### src/rtl/flim_pkg.sv
// Shared types, constants and the sine table generator of the phasor lifetime unit.
package flim_pkg;

  // Fixed-point constants: pi/2 in Q30 and 2*pi in Q29.
  localparam logic [63:0] HALF_PI_Q30 = 64'd1686629713;
  localparam logic [31:0] TWO_PI_Q29  = 32'd3373259426;

  // Divisors of the Taylor terms of the sine, (2i)*(2i+1).
  localparam longint unsigned TAYLOR_DIV [1:8] = '{
    64'd6, 64'd20, 64'd42, 64'd72, 64'd110, 64'd156, 64'd210, 64'd272
  };

  // Status codes of a result item.
  localparam logic [2:0] ST_OK     = 3'd0;
  localparam logic [2:0] ST_EMPTY  = 3'd1;
  localparam logic [2:0] ST_NOINT  = 3'd2;
  localparam logic [2:0] ST_UZERO  = 3'd3;
  localparam logic [2:0] ST_MODONE = 3'd4;

  // Configuration register indexes.
  localparam logic [1:0] REG_BIN_WIDTH    = 2'd0;
  localparam logic [1:0] REG_WINDOW_START = 2'd1;
  localparam logic [1:0] REG_WINDOW_END   = 2'd2;
  localparam logic [1:0] REG_BACKGROUND   = 2'd3;

  // Output stream widths.
  localparam int OUT_DATA_W = 184;
  localparam int OUT_USER_W = 3;

  // Datapath commands issued by the controller.
  typedef enum logic [5:0] {
    OP_NONE,
    OP_LATCH,
    OP_DIV_PSTEP,
    OP_SET_PSTEP,
    OP_DIV_PVAL,
    OP_SET_PVAL,
    OP_PHASE_ZERO,
    OP_ACC,
    OP_ST_EMPTY,
    OP_ST_NOINT,
    OP_PERIOD,
    OP_DIV_U,
    OP_SET_U,
    OP_DIV_V,
    OP_SET_V,
    OP_SQU,
    OP_SQV,
    OP_TP_SIGN,
    OP_DEN_PH,
    OP_PROD_PH,
    OP_LIMB,
    OP_DIV_TP,
    OP_SET_TP,
    OP_TM_ZERO,
    OP_TM_MAX,
    OP_SQRT_A,
    OP_SET_A,
    OP_SQRT_B,
    OP_SET_B,
    OP_DEN_MOD,
    OP_PROD_MOD,
    OP_DIV_TM,
    OP_SET_TM,
    OP_MEAN,
    OP_EMIT
  } op_t;

  // Status returned by the datapath to the controller.
  typedef struct packed {
    logic first_bin;
    logic n_zero;
    logic last;
    logic isum_zero;
    logic u_zero;
    logic msq_ge;
    logic msq_zero;
    logic div_done;
    logic sqrt_done;
    logic limb_last;
    logic out_free;
  } dp_stat_t;

  // Sine in Q1.30 of an angle x in Q30, by a truncated Taylor series.
  function automatic logic [30:0] sin_poly(input logic [63:0] x);
    logic [63:0] x2;
    logic [63:0] term;
    longint      sum;
    x2   = (x * x) >> 30;
    term = x;
    sum  = longint'(x);
    for (int i = 1; i <= 8; i++) begin
      term = ((term * x2) >> 30) / TAYLOR_DIV[i];
      if (i % 2 == 1) sum = sum - longint'(term);
      else            sum = sum + longint'(term);
    end
    if (sum < 0) sum = 0;
    if (sum > (longint'(1) <<< 30)) sum = longint'(1) <<< 30;
    return 31'(sum);
  endfunction

endpackage

### src/rtl/flim_ctrl.sv
// Controller: sequences the per-bin accumulation and the end-of-curve computation.
module flim_ctrl
  import flim_pkg::*;
(
  input  logic     clk,
  input  logic     rst,
  input  logic     s_tvalid,
  output logic     s_tready,
  input  dp_stat_t stat,
  output op_t      op
);

  typedef enum logic [5:0] {
    S_IDLE,
    S_FIRST,
    S_W_PSTEP,
    S_DIV_PVAL,
    S_W_PVAL,
    S_LOOK,
    S_MULT,
    S_ACC,
    S_END,
    S_DIV_U,
    S_W_U,
    S_DIV_V,
    S_W_V,
    S_SQU,
    S_SQV,
    S_PH_CHK,
    S_PROD_PH,
    S_LIMB_PH,
    S_DIV_TP,
    S_W_TP,
    S_MOD_CHK,
    S_W_A,
    S_SQRT_B,
    S_W_B,
    S_DEN_MOD,
    S_PROD_MOD,
    S_LIMB_MOD,
    S_DIV_TM,
    S_W_TM,
    S_MEAN,
    S_EMIT
  } state_t;

  state_t state;
  state_t state_next;

  // State register.
  always_ff @(posedge clk) begin
    if (rst) begin
      state <= S_IDLE;
    end else begin
      state <= state_next;
    end
  end

  assign s_tready = (state == S_IDLE);

  // Next state and datapath command.
  always_comb begin
    state_next = state;
    op         = OP_NONE;
    case (state)
      S_IDLE: begin
        if (s_tvalid) begin
          op         = OP_LATCH;
          state_next = S_FIRST;
        end
      end
      S_FIRST: begin
        if (!stat.first_bin) begin
          state_next = S_LOOK;
        end else if (stat.n_zero) begin
          op         = OP_PHASE_ZERO;
          state_next = S_LOOK;
        end else begin
          op         = OP_DIV_PSTEP;
          state_next = S_W_PSTEP;
        end
      end
      S_W_PSTEP: begin
        if (stat.div_done) begin
          op         = OP_SET_PSTEP;
          state_next = S_DIV_PVAL;
        end
      end
      S_DIV_PVAL: begin
        op         = OP_DIV_PVAL;
        state_next = S_W_PVAL;
      end
      S_W_PVAL: begin
        if (stat.div_done) begin
          op         = OP_SET_PVAL;
          state_next = S_LOOK;
        end
      end
      S_LOOK: state_next = S_MULT;
      S_MULT: state_next = S_ACC;
      S_ACC: begin
        op         = OP_ACC;
        state_next = stat.last ? S_END : S_IDLE;
      end
      S_END: begin
        if (stat.n_zero) begin
          op         = OP_ST_EMPTY;
          state_next = S_EMIT;
        end else if (stat.isum_zero) begin
          op         = OP_ST_NOINT;
          state_next = S_EMIT;
        end else begin
          op         = OP_PERIOD;
          state_next = S_DIV_U;
        end
      end
      S_DIV_U: begin
        op         = OP_DIV_U;
        state_next = S_W_U;
      end
      S_W_U: begin
        if (stat.div_done) begin
          op         = OP_SET_U;
          state_next = S_DIV_V;
        end
      end
      S_DIV_V: begin
        op         = OP_DIV_V;
        state_next = S_W_V;
      end
      S_W_V: begin
        if (stat.div_done) begin
          op         = OP_SET_V;
          state_next = S_SQU;
        end
      end
      S_SQU: begin
        op         = OP_SQU;
        state_next = S_SQV;
      end
      S_SQV: begin
        op         = OP_SQV;
        state_next = S_PH_CHK;
      end
      S_PH_CHK: begin
        if (stat.u_zero) begin
          op         = OP_TP_SIGN;
          state_next = S_MOD_CHK;
        end else begin
          op         = OP_DEN_PH;
          state_next = S_PROD_PH;
        end
      end
      S_PROD_PH: begin
        op         = OP_PROD_PH;
        state_next = S_LIMB_PH;
      end
      S_LIMB_PH: begin
        op = OP_LIMB;
        if (stat.limb_last) state_next = S_DIV_TP;
      end
      S_DIV_TP: begin
        op         = OP_DIV_TP;
        state_next = S_W_TP;
      end
      S_W_TP: begin
        if (stat.div_done) begin
          op         = OP_SET_TP;
          state_next = S_MOD_CHK;
        end
      end
      S_MOD_CHK: begin
        if (stat.msq_ge) begin
          op         = OP_TM_ZERO;
          state_next = S_MEAN;
        end else if (stat.msq_zero) begin
          op         = OP_TM_MAX;
          state_next = S_MEAN;
        end else begin
          op         = OP_SQRT_A;
          state_next = S_W_A;
        end
      end
      S_W_A: begin
        if (stat.sqrt_done) begin
          op         = OP_SET_A;
          state_next = S_SQRT_B;
        end
      end
      S_SQRT_B: begin
        op         = OP_SQRT_B;
        state_next = S_W_B;
      end
      S_W_B: begin
        if (stat.sqrt_done) begin
          op         = OP_SET_B;
          state_next = S_DEN_MOD;
        end
      end
      S_DEN_MOD: begin
        op         = OP_DEN_MOD;
        state_next = S_PROD_MOD;
      end
      S_PROD_MOD: begin
        op         = OP_PROD_MOD;
        state_next = S_LIMB_MOD;
      end
      S_LIMB_MOD: begin
        op = OP_LIMB;
        if (stat.limb_last) state_next = S_DIV_TM;
      end
      S_DIV_TM: begin
        op         = OP_DIV_TM;
        state_next = S_W_TM;
      end
      S_W_TM: begin
        if (stat.div_done) begin
          op         = OP_SET_TM;
          state_next = S_MEAN;
        end
      end
      S_MEAN: begin
        op         = OP_MEAN;
        state_next = S_EMIT;
      end
      S_EMIT: begin
        if (stat.out_free) begin
          op         = OP_EMIT;
          state_next = S_IDLE;
        end
      end
      default: state_next = S_IDLE;
    endcase
  end

  // A divider result only arrives while the controller waits for one.
  a_div_done_waiting: assert property (@(posedge clk) disable iff (rst)
    stat.div_done |-> (state == S_W_PSTEP || state == S_W_PVAL || state == S_W_U ||
                       state == S_W_V || state == S_W_TP || state == S_W_TM))
    else $error("divider finished outside a wait state");

  // A root result only arrives while the controller waits for one.
  a_sqrt_done_waiting: assert property (@(posedge clk) disable iff (rst)
    stat.sqrt_done |-> (state == S_W_A || state == S_W_B))
    else $error("square root finished outside a wait state");

  // A full output register holds the finished curve back.
  a_emit_holds: assert property (@(posedge clk) disable iff (rst)
    (state == S_EMIT && !stat.out_free) |=> state == S_EMIT)
    else $error("result emitted over an untaken item");

  // An accepted item always starts the per-bin sequence.
  a_accept_starts: assert property (@(posedge clk) disable iff (rst)
    (s_tvalid && s_tready) |=> state == S_FIRST)
    else $error("accepted item did not start processing");

endmodule
### config.mk
export PLATFORM = sky130hd
export DESIGN_NAME = flim_ctrl
export DESIGN_NICKNAME = d
export VERILOG_FILES = /design/src/rtl/flim_pkg.sv /design/src/rtl/flim_ctrl.sv
export SDC_FILE = /design/constraint.sdc
export NUM_CORES = 1
export LEC_CHECK = 0
export BUFFER_PORTS_ARGS = -buffer_cell sky130_fd_sc_hd__buf_2
export CAP_MARGIN = 20
export CORE_UTILIZATION = 32
export DETAILED_ROUTE_END_ITERATION = 6
export RECOVER_POWER = 25
export SETUP_SLACK_MARGIN = 0.1
export SYNTH_ARGS = -nofsm -noshare
export SYNTH_HDL_FRONTEND = slang
export SYNTH_SLANG_ARGS = --single-unit
export TNS_END_PERCENT = 30
### constraint.sdc
create_clock -name clk -period 1.93 [get_ports clk]
set_input_delay 0.2895 -clock clk [delete_from_list [all_inputs] [get_ports clk]]
set_output_delay 0.2895 -clock clk [all_outputs]
set_load 0.02 [all_outputs]
[Word-level counts from Yosys, hierarchy flattened]
Index checks and enable logic that the tools add are counted.
Storage, ports and cells
  bits in read-only memories: 0
  memory bits (writable): 0
  logic and storage cells: 85
  memories: 0
  output and inout bits: 7
  bits of input ports: 14
  bits in latches: 0
  bits in registers: 6
Cells by class
  divide/modulo/power cells: 0
  $add $sub $neg: 0
  eq/ne operators: 42
  multiplexer cells: 39
  multipliers: 0
  shift operators: 0
  bitwise operators: 0
  reductions and logical operators: 3
  magnitude comparators: 0
Operators with widths (number)
  case mux 6 bit (31 select lines): 1
  case mux 6 bit (28 select lines): 1
  equality test 6 x 5 -> 1 bit (second input constant): 15
  2-to-1 mux 6 bit: 14
  equality test 6 x 4 -> 1 bit (second input constant): 8
  2-to-1 mux 5 bit: 5
  equality test 6 x 3 -> 1 bit (second input constant): 4
  2-to-1 mux 4 bit: 6
  inequality test 2 bit (second input constant): 12
  2-to-1 mux 3 bit: 6
  equality test 6 x 2 -> 1 bit (second input constant): 2
  AND reduction 12 bit: 1
  2-to-1 mux 2 bit: 4
  equality test 6 x 1 -> 1 bit (second input constant): 1
  logical NOT 6 bit: 1
  2-to-1 mux 1 bit: 2
  OR reduction 2 bit: 1

[Depth between registers and ports, before layout]
Gate-level depths: netlist of run 1.
  depth after elaboration: 3
  mapped depth: 7
  gate-level depth less buffers: 5

[Worst setup path before layout of run 1]
Ideal clock, no wire load.
  path kind: register to output
  start: reg state[1]
  end: out op[1]
  arrival: 1606 ps
  slack: 34 ps
  buffers on the path: 1
  cell stages (with the launch flop): 7
  path through: dfxtp_1 > buf_4 > or2_1 > or4_1 > o311ai_0 > a2111oi_2 > o21ai_1
Between the ends
  cells in the longest elaborated chain, start to end: 3
RTL lines
  start, declared: line flim_ctrl.sv:47  | state_t state;
  start signal, assigned: line flim_ctrl.sv:55  | state <= state_next;
  equality test 6 x 5 -> 1 bit: line flim_ctrl.sv:65  | case (state)
  OR reduction 2 bit (no line)
  case mux 6 bit (28 select lines) *: line flim_ctrl.sv:65
  end, declared: line flim_ctrl.sv:10  | output op_t op
Mark *: on every way between the ends. The rest lies on a longest branch, timed or not.

[Worst setup path in the final report of run 1]
  start: reg state[2]
  end: out op[1]
The elaborated chain is that of the path after synthesis.

==> results of run 1 <==
-- metrics by stage --
stage          TNS (ps)  std cells
2_1_floorplan         0        156
3_3_place_gp     -185.8        235
3_5_place_dp     -144.5        235
4_1_cts          -142.9        245
5_1_grt          -361.4        251
6_report         -142.4        251
-- layer usage --
layer / track usage (%) / up-vias / share of wire [%]
met5: 0 / - / 0
met4: 8.844 / 0 / 4.2
met3: 4.176 / 27 / 10
met2: 41.56 / 111 / 46
met1: 32.27 / 716 / 39
li1: - / 688 / -
-- power groups by stage --
stage	registers [mW]	clock network [mW]	logic, mW
after detailed placement	0.215	0	1.63
after global routing	0.240	0.134	2.32
final	0.238	0.121	2.21
after CTS	0.229	0.124	1.95
after floorplan	0.175	0	1.09
after global placement	0.209	0	1.63
-- worst min path at each step --
stage | from | endpoint | cells after the start
after CTS | rst | state[1] | 3
after detailed placement | rst | state[1] | 3
after global routing | rst | state[3] | 3
after global placement | rst | state[3] | 3
after floorplan | stat[9] | state[1] | 3
final | rst | state[3] | 3
-- worst max-delay path: cells and delay by family (launching register included) --
kind / cells / cell delay (ps)
buffers and inverters: 1 / 130
flip-flops: 1 / 360
AND/OR/NAND/NOR: 2 / 740
AO/OA/AOI/OAI: 3 / 230
-- what timing repair did --
item,CTS,global route
pin swaps,7,13
buffers inserted,5,6
endpoints found under the setup margin,10,11
cloned,1,0
resized for setup,29,24
-- Yosys cell counts (2+ instances only) --
master,number
nand3_1,8
nor3_1,2
nor2b_1,9
and3_1,2
o21ai_0,7
nand4_1,4
o22ai_1,3
nor2b_2,2
o32ai_1,3
a211o_1,2
dfxtp_1,5
mux2_4,2
a21oi_1,11
nor2_1,15
a32oi_1,5
mux2i_1,3
a31oi_1,3
inv_1,9
nand2b_1,12
buf_2,7
clkbuf_1,2
o311ai_0,2
buf_4,3
a22oi_1,2
nand2_1,8
-- final cells by class --
cell class                 instances  area [µm²]  area share (%)
clock buffer                       4       26.28           1.549
inverter                           9       33.78           1.991
multi-input combinational        128       967.2           57.01
sequential                         5       116.4           6.858
tap                               44       55.05           3.245
timing repair buffer              61       498.0           29.35
-- cell families after synthesis --
family                     after synthesis  synth area share [%]
xor gates and xnor gates                 1                0.8445
DFF                                      5                 9.651
AOI/OAI and AO/OA                       53                 36.55
muxes                                    5                 5.790
buffers and inverters                   23                 10.98
and+or+nand+nor                         68                 35.22
adders and majority gates                1                0.9651
-- placed cells by master, fill, tap and decap left out, types with 3 or more instances in the layout --
cell and instances:
nor2b_2 3, nand2_1 8, o21ai_0 5, nand2b_1 9
dfxtp_4 4, nand4_1 4, nor2b_4 3, buf_4 34
a21oi_1 8, mux2i_1 3, nand3_1 8, a31oi_1 3
a21oi_2 3, nor2b_1 5, a32oi_2 3, nand2b_4 3
inv_1 9, buf_6 8, o32ai_1 3, buf_2 16
clkbuf_4 3, nor2_1 14
==> results.ini, run 1 <==
[die]
die_x_um = 58.94
die_y_um = 58.94
core_mm2 = 0.003053
row_count = 20
dieArea_mm2 = 0.003473
ios = 21
initial_core_util_pct = 33.98

[cts]
cts_sinks = 5
cts_tree = yes
clockRootBuffer = clkbuf_4
insertion_delay_ps = 240
clk_pin_slew_ps = 50
numCtsBuffers = 3
cts_max_level = 1
clockBufferDepth = 2
cts_hold_buf = 0

[worst_setup_path]
path_max_fanout = 7
critical_path.slowest_cell = or4_4
worst_r2r_endpoint = state[0]
critPathCapture = op[1]
crit_type = reg -> out
path_cells = or2_1, or4_4, o311ai_4, a2111oi_4, o21ai_2, buf_6
crit_required_ps = 1640
ff2ff_path_depth = 6
startpoint_type = flop
cp_data_arrival_time_ps = 1720
r2r-start = state[0]
cpPeakStageDelay_ps = 500
endpoint_kind = output pin
worstSetupStartpoint = state[2]
reg2reg_slack_ps = 40

[flow_run]
drv_cap = 0

[worst_hold_path]
min-delay-path-class = in -> reg

[layout]
syn_to_final_growth_pct = 63.57
nFillCells = 274
reg.largest.list = state: 5 flops
num_antenna_cells = 0
drive_above_1_share_pct = 46.86
largest_register = state
final_core_util_pct = 55.57
largest_reg_flops = 5
postLayoutCellArea_mm2 = 0.001697
nets = 222

[route]
drc = 0
drt.antenna.violating_nets = 0
num_vias = 1542
drt_iter0_drc = 152
drt_first_pass_iters = 6
viasPerCell = 6.143
routed_wl_um = 4469
wire_per_inst_um = 17.80

[power_and_ir_drop]
ir_worst_vdd_uv = 552.4
power_mw = 2.564
power_density_mw_per_mm2 = 1511
p_clk_share_pct = 4.7
leakagePower_nw = 0.7448
netSwitchingPower_mw = 1.235
p_int_mw = 1.330
switching_share_pct = 48.15
seqPwrFrac_pct = 9.3
pwr-share-comb_pct = 86.0

[sta]
setup_viol_count_final = 4
slew-limit-headroom_pct = 76.27
grt_setup_unrepaired = yes
clock-skew-final_ps = 11.00
setup_slack_ps = -81.19
hold_viol_final = 0
worst_pin_slew_ps = 355.6
timing.hold.ws_ps = 431.4
final_max_slew_viol_count = 0
layout_worst_path_cycle_share_pct = 104.2
period_needed_ps = 2011
fmax_ghz = 0.4972

[placed_design]
dpl_cell_area_mm2 = 0.001353
place.port_buffers = 20
dp_hpwl_um = 2914
place_ws_ps = -39.46
routabilityCongestion = 0.9817

[status]
outcome = complete, but fails checks
violations = negative setup slack

[grt]
grt_start_max_net_pins = 12
track_usage_pct = 24.93
grt_pass1_vias = 1407
grt_pass1_wl_um = 6624
gr-total-overflow = 0
grt_antenna_before_repair = 0

[logic_synthesis]
synth.avg_cell_area_um2 = 6.649
ys.flop_type = dfxtp_1
postSynthCellCount = 156
ys_seq_elements = 5
syn-cell-area_mm2 = 0.001037
yosysTopAreaCell = dfxtp_1
synth_warnings = 0
synth-edff-count = 0
async_flop_share_pct = 0
synth_top_cell_area_share_pct = 9.650
synthTopCellsByArea = dfxtp_1, nand2b_1, nor2_1
yosysUniqueCellTypes = 50
synthesis.nets = 170
ys_seq_area_share_pct = 9.650

Note: power is estimated with default switching activity, not from simulation.
==> inputs of run 2 (changes only) <==
Clock period 1.93 ns to 2.2 ns, I/O delays scaled along.
==> run 2 against run 1 <==
  * The run now ends clean
  * Count of clock-buffer cells in the layout did not move
  * Combinational power fell by 37%
  * Sequential share of layout area rose by 1.4 points
  * Global-route usage fell by 2.9 points
  * Die area did not move
  * Power fell by 33%
  * Final area fell by 19%
  * Sequential power fell by 16%
  * Wire length fell by 19%
  * Via count fell by 9.7%
  * First-iteration DRC count fell by 34%
  * Critical path type unchanged
  * Largest cell class unchanged
==> results.ini, run 2 (synthesized netlist as in run 1, its figures left out) <==
[cts]
cts_tree = yes
cts_sinks = 5  ; unchanged
cts_max_level = 1  ; unchanged
insertion_delay_ps = 240  ; about the same
clk_pin_slew_ps = 40  ; about the same
clockBufferDepth = 2  ; unchanged
numCtsBuffers = 3  ; unchanged
clockRootBuffer = clkbuf_4

[worst_hold_path]
min-delay-path-class = in -> reg

[worst_setup_path]
cp_data_arrival_time_ps = 1810  ; +90 ps
cpLargestDelayFamily = simple AND/OR/NAND/NOR gates
critical_path.slowest_cell = dfxtp_4
endpoint_kind = output pin
path_max_fanout = 6  ; -1
reg2reg_slack_ps = 290  ; +250 ps
startpoint_type = flop
critPathBufInv = 3  ; +2
crit_type = reg -> out
cpPeakStageDelay_ps = 360  ; -140 ps
cpMostUsedCell = buf_4
crit_required_ps = 1870  ; +230 ps
path_cells = buf_4, buf_4, nor2_1, nand4_1, o311ai_2, a2111oi_2, o21ai_1, buf_4

[die]
die_x_um = 58.94  ; unchanged
initial_core_util_pct = 33.98  ; unchanged
core_mm2 = 0.003053  ; unchanged
die_y_um = 58.94  ; unchanged
row_count = 20  ; unchanged
dieArea_mm2 = 0.003473  ; unchanged
ios = 21  ; unchanged

[sta]
grt_setup_unrepaired = yes
setup_slack_ps = 62.72  ; +143.9 ps
tns_ps = 0  ; +142.4 ps
clock-skew-final_ps = 0.3986  ; -10.60 ps
worst_pin_slew_ps = 405.9  ; +50.38 ps
period_needed_ps = 2137
final_max_slew_viol_count = 0  ; unchanged
setup_viol_count_final = 0  ; -4
fmax_ghz = 0.4679
slew-limit-headroom_pct = 72.84  ; -3.4 points
layout_worst_path_cycle_share_pct = 97.15
hold_viol_final = 0  ; unchanged

[grt]
track_usage_pct = 21.98  ; -2.9 points
grt_antenna_before_repair = 0  ; unchanged
grt_pass1_wl_um = 5913  ; -11%
grt_start_max_net_pins = 27  ; +15
gr-total-overflow = 0  ; unchanged
grt_pass1_vias = 1282  ; -8.9%

[power_and_ir_drop]
leakagePower_nw = 0.5697  ; -24%
seqPwrFrac_pct = 11.7  ; +2.4 points
switching_share_pct = 52.16  ; +4.0 points
p_int_uw = 818.6  ; -38%
p_clk_share_pct = 6.3  ; +1.6 points
ir_worst_vdd_uv = 458.8  ; -17%
pwr-share-comb_pct = 82.0  ; -4.0 points
power_density_mw_per_mm2 = 1248  ; -17%
netSwitchingPower_uw = 892.6  ; -28%

[route]
drt_iter0_drc = 101  ; -34%
num_vias = 1393  ; -9.7%
routed_wl_um = 3627  ; -19%
drc = 0  ; unchanged
wire_per_inst_um = 15.57  ; -13%
drt_first_pass_iters = 4  ; -2
drt.antenna.violating_nets = 0  ; unchanged
viasPerCell = 5.979  ; -2.7%

[flow_run]
drv_cap = 0  ; unchanged

[status]
outcome = complete, no violations

[layout]
reg.largest.list = state: 5 flops
drive_above_1_share_pct = 31.22  ; -16 points
nFillCells = 313  ; +14%
largest_register = state
nets = 204  ; -8.1%
final_core_util_pct = 44.92  ; -11 points
num_antenna_cells = 0  ; unchanged
final_common_cell = buf_4
most-common-layout-cells = buf_4, buf_2, nor2_1
largest_reg_flops = 5  ; unchanged
syn_to_final_growth_pct = 32.21

[placed_design]
place.port_buffers = 20  ; unchanged
routabilityCongestion = 0.9497  ; -3.3%
dp_hpwl_um = 2635  ; -9.6%
place_ws_ps = 195.0  ; +234.5 ps

[run 2: cell count changes in the layout (fill, tap and decap cells not counted), sizes merged]
cell | before | now
bufbuf | 1 | 0
buf | 60 | 43
[run 2: per-stage QoR]
stage / power, mW / cells / hold WS, ps / cell area [µm²]
2_1_floorplan: 1.093 / 156 / 623.6 / 1037
3_3_place_gp: 1.452 / 221 / 693.0 / 1237
5_1_grt: 1.814 / 233 / 500.2 / 1371
6_report: 1.711 / 233 / 484.2 / 1371
3_5_place_dp: 1.445 / 221 / 695.5 / 1237
4_1_cts: 1.663 / 233 / 477.7 / 1364
[run 2: timing repair]
action                     CTS  global route
setup endpoints to repair    4             4
buffers inserted             8             0
pin swaps                    1             2
resized for setup           16             6
hold buffers                 0             0
[run 2: cell type report]
class / instances / area (µm²) / share of cell area (%)
timing repair buffer: 43 / 301.5 / 21.99
inverter: 9 / 33.78 / 2.463
clock buffer: 4 / 26.28 / 1.916
sequential: 5 / 113.9 / 8.303
multi-input combinational: 128 / 840.8 / 61.31
tap: 44 / 55.05 / 4.015
[run 2: routing by layer]
layer  up-vias  track usage, %  part of all wire [%]
li1        655               -                     -
met1       621           27.43                    38
met2       103           36.36                    48
met3        14           6.374                    11
met4         0           6.803                   2.7
met5         -               0                     0
[run 2: path summary, 6_finish.rpt]
check	cells after the start	startpoint	end
worst min register to register	3	state[4]	state[4]
worst min-delay path	3	rst	state[4]
worst max-delay path	8	state[2]	op[1]
worst max register to register	6	state[3]	state[0]
[run 2: tightest hold or removal path, stage by stage]
cell	delay [ps]
buf_2	170
nand2b_1	120
mux2i_1	60
[run 2: power by group through the flow]
stage	Clock, mW	Sequential, mW	Combinational, mW
floorplan	0	0.153	0.940
global placement	0	0.189	1.26
detailed placement	0	0.189	1.26
CTS	0.110	0.197	1.36
global route	0.114	0.203	1.50
finish	0.108	0.200	1.40
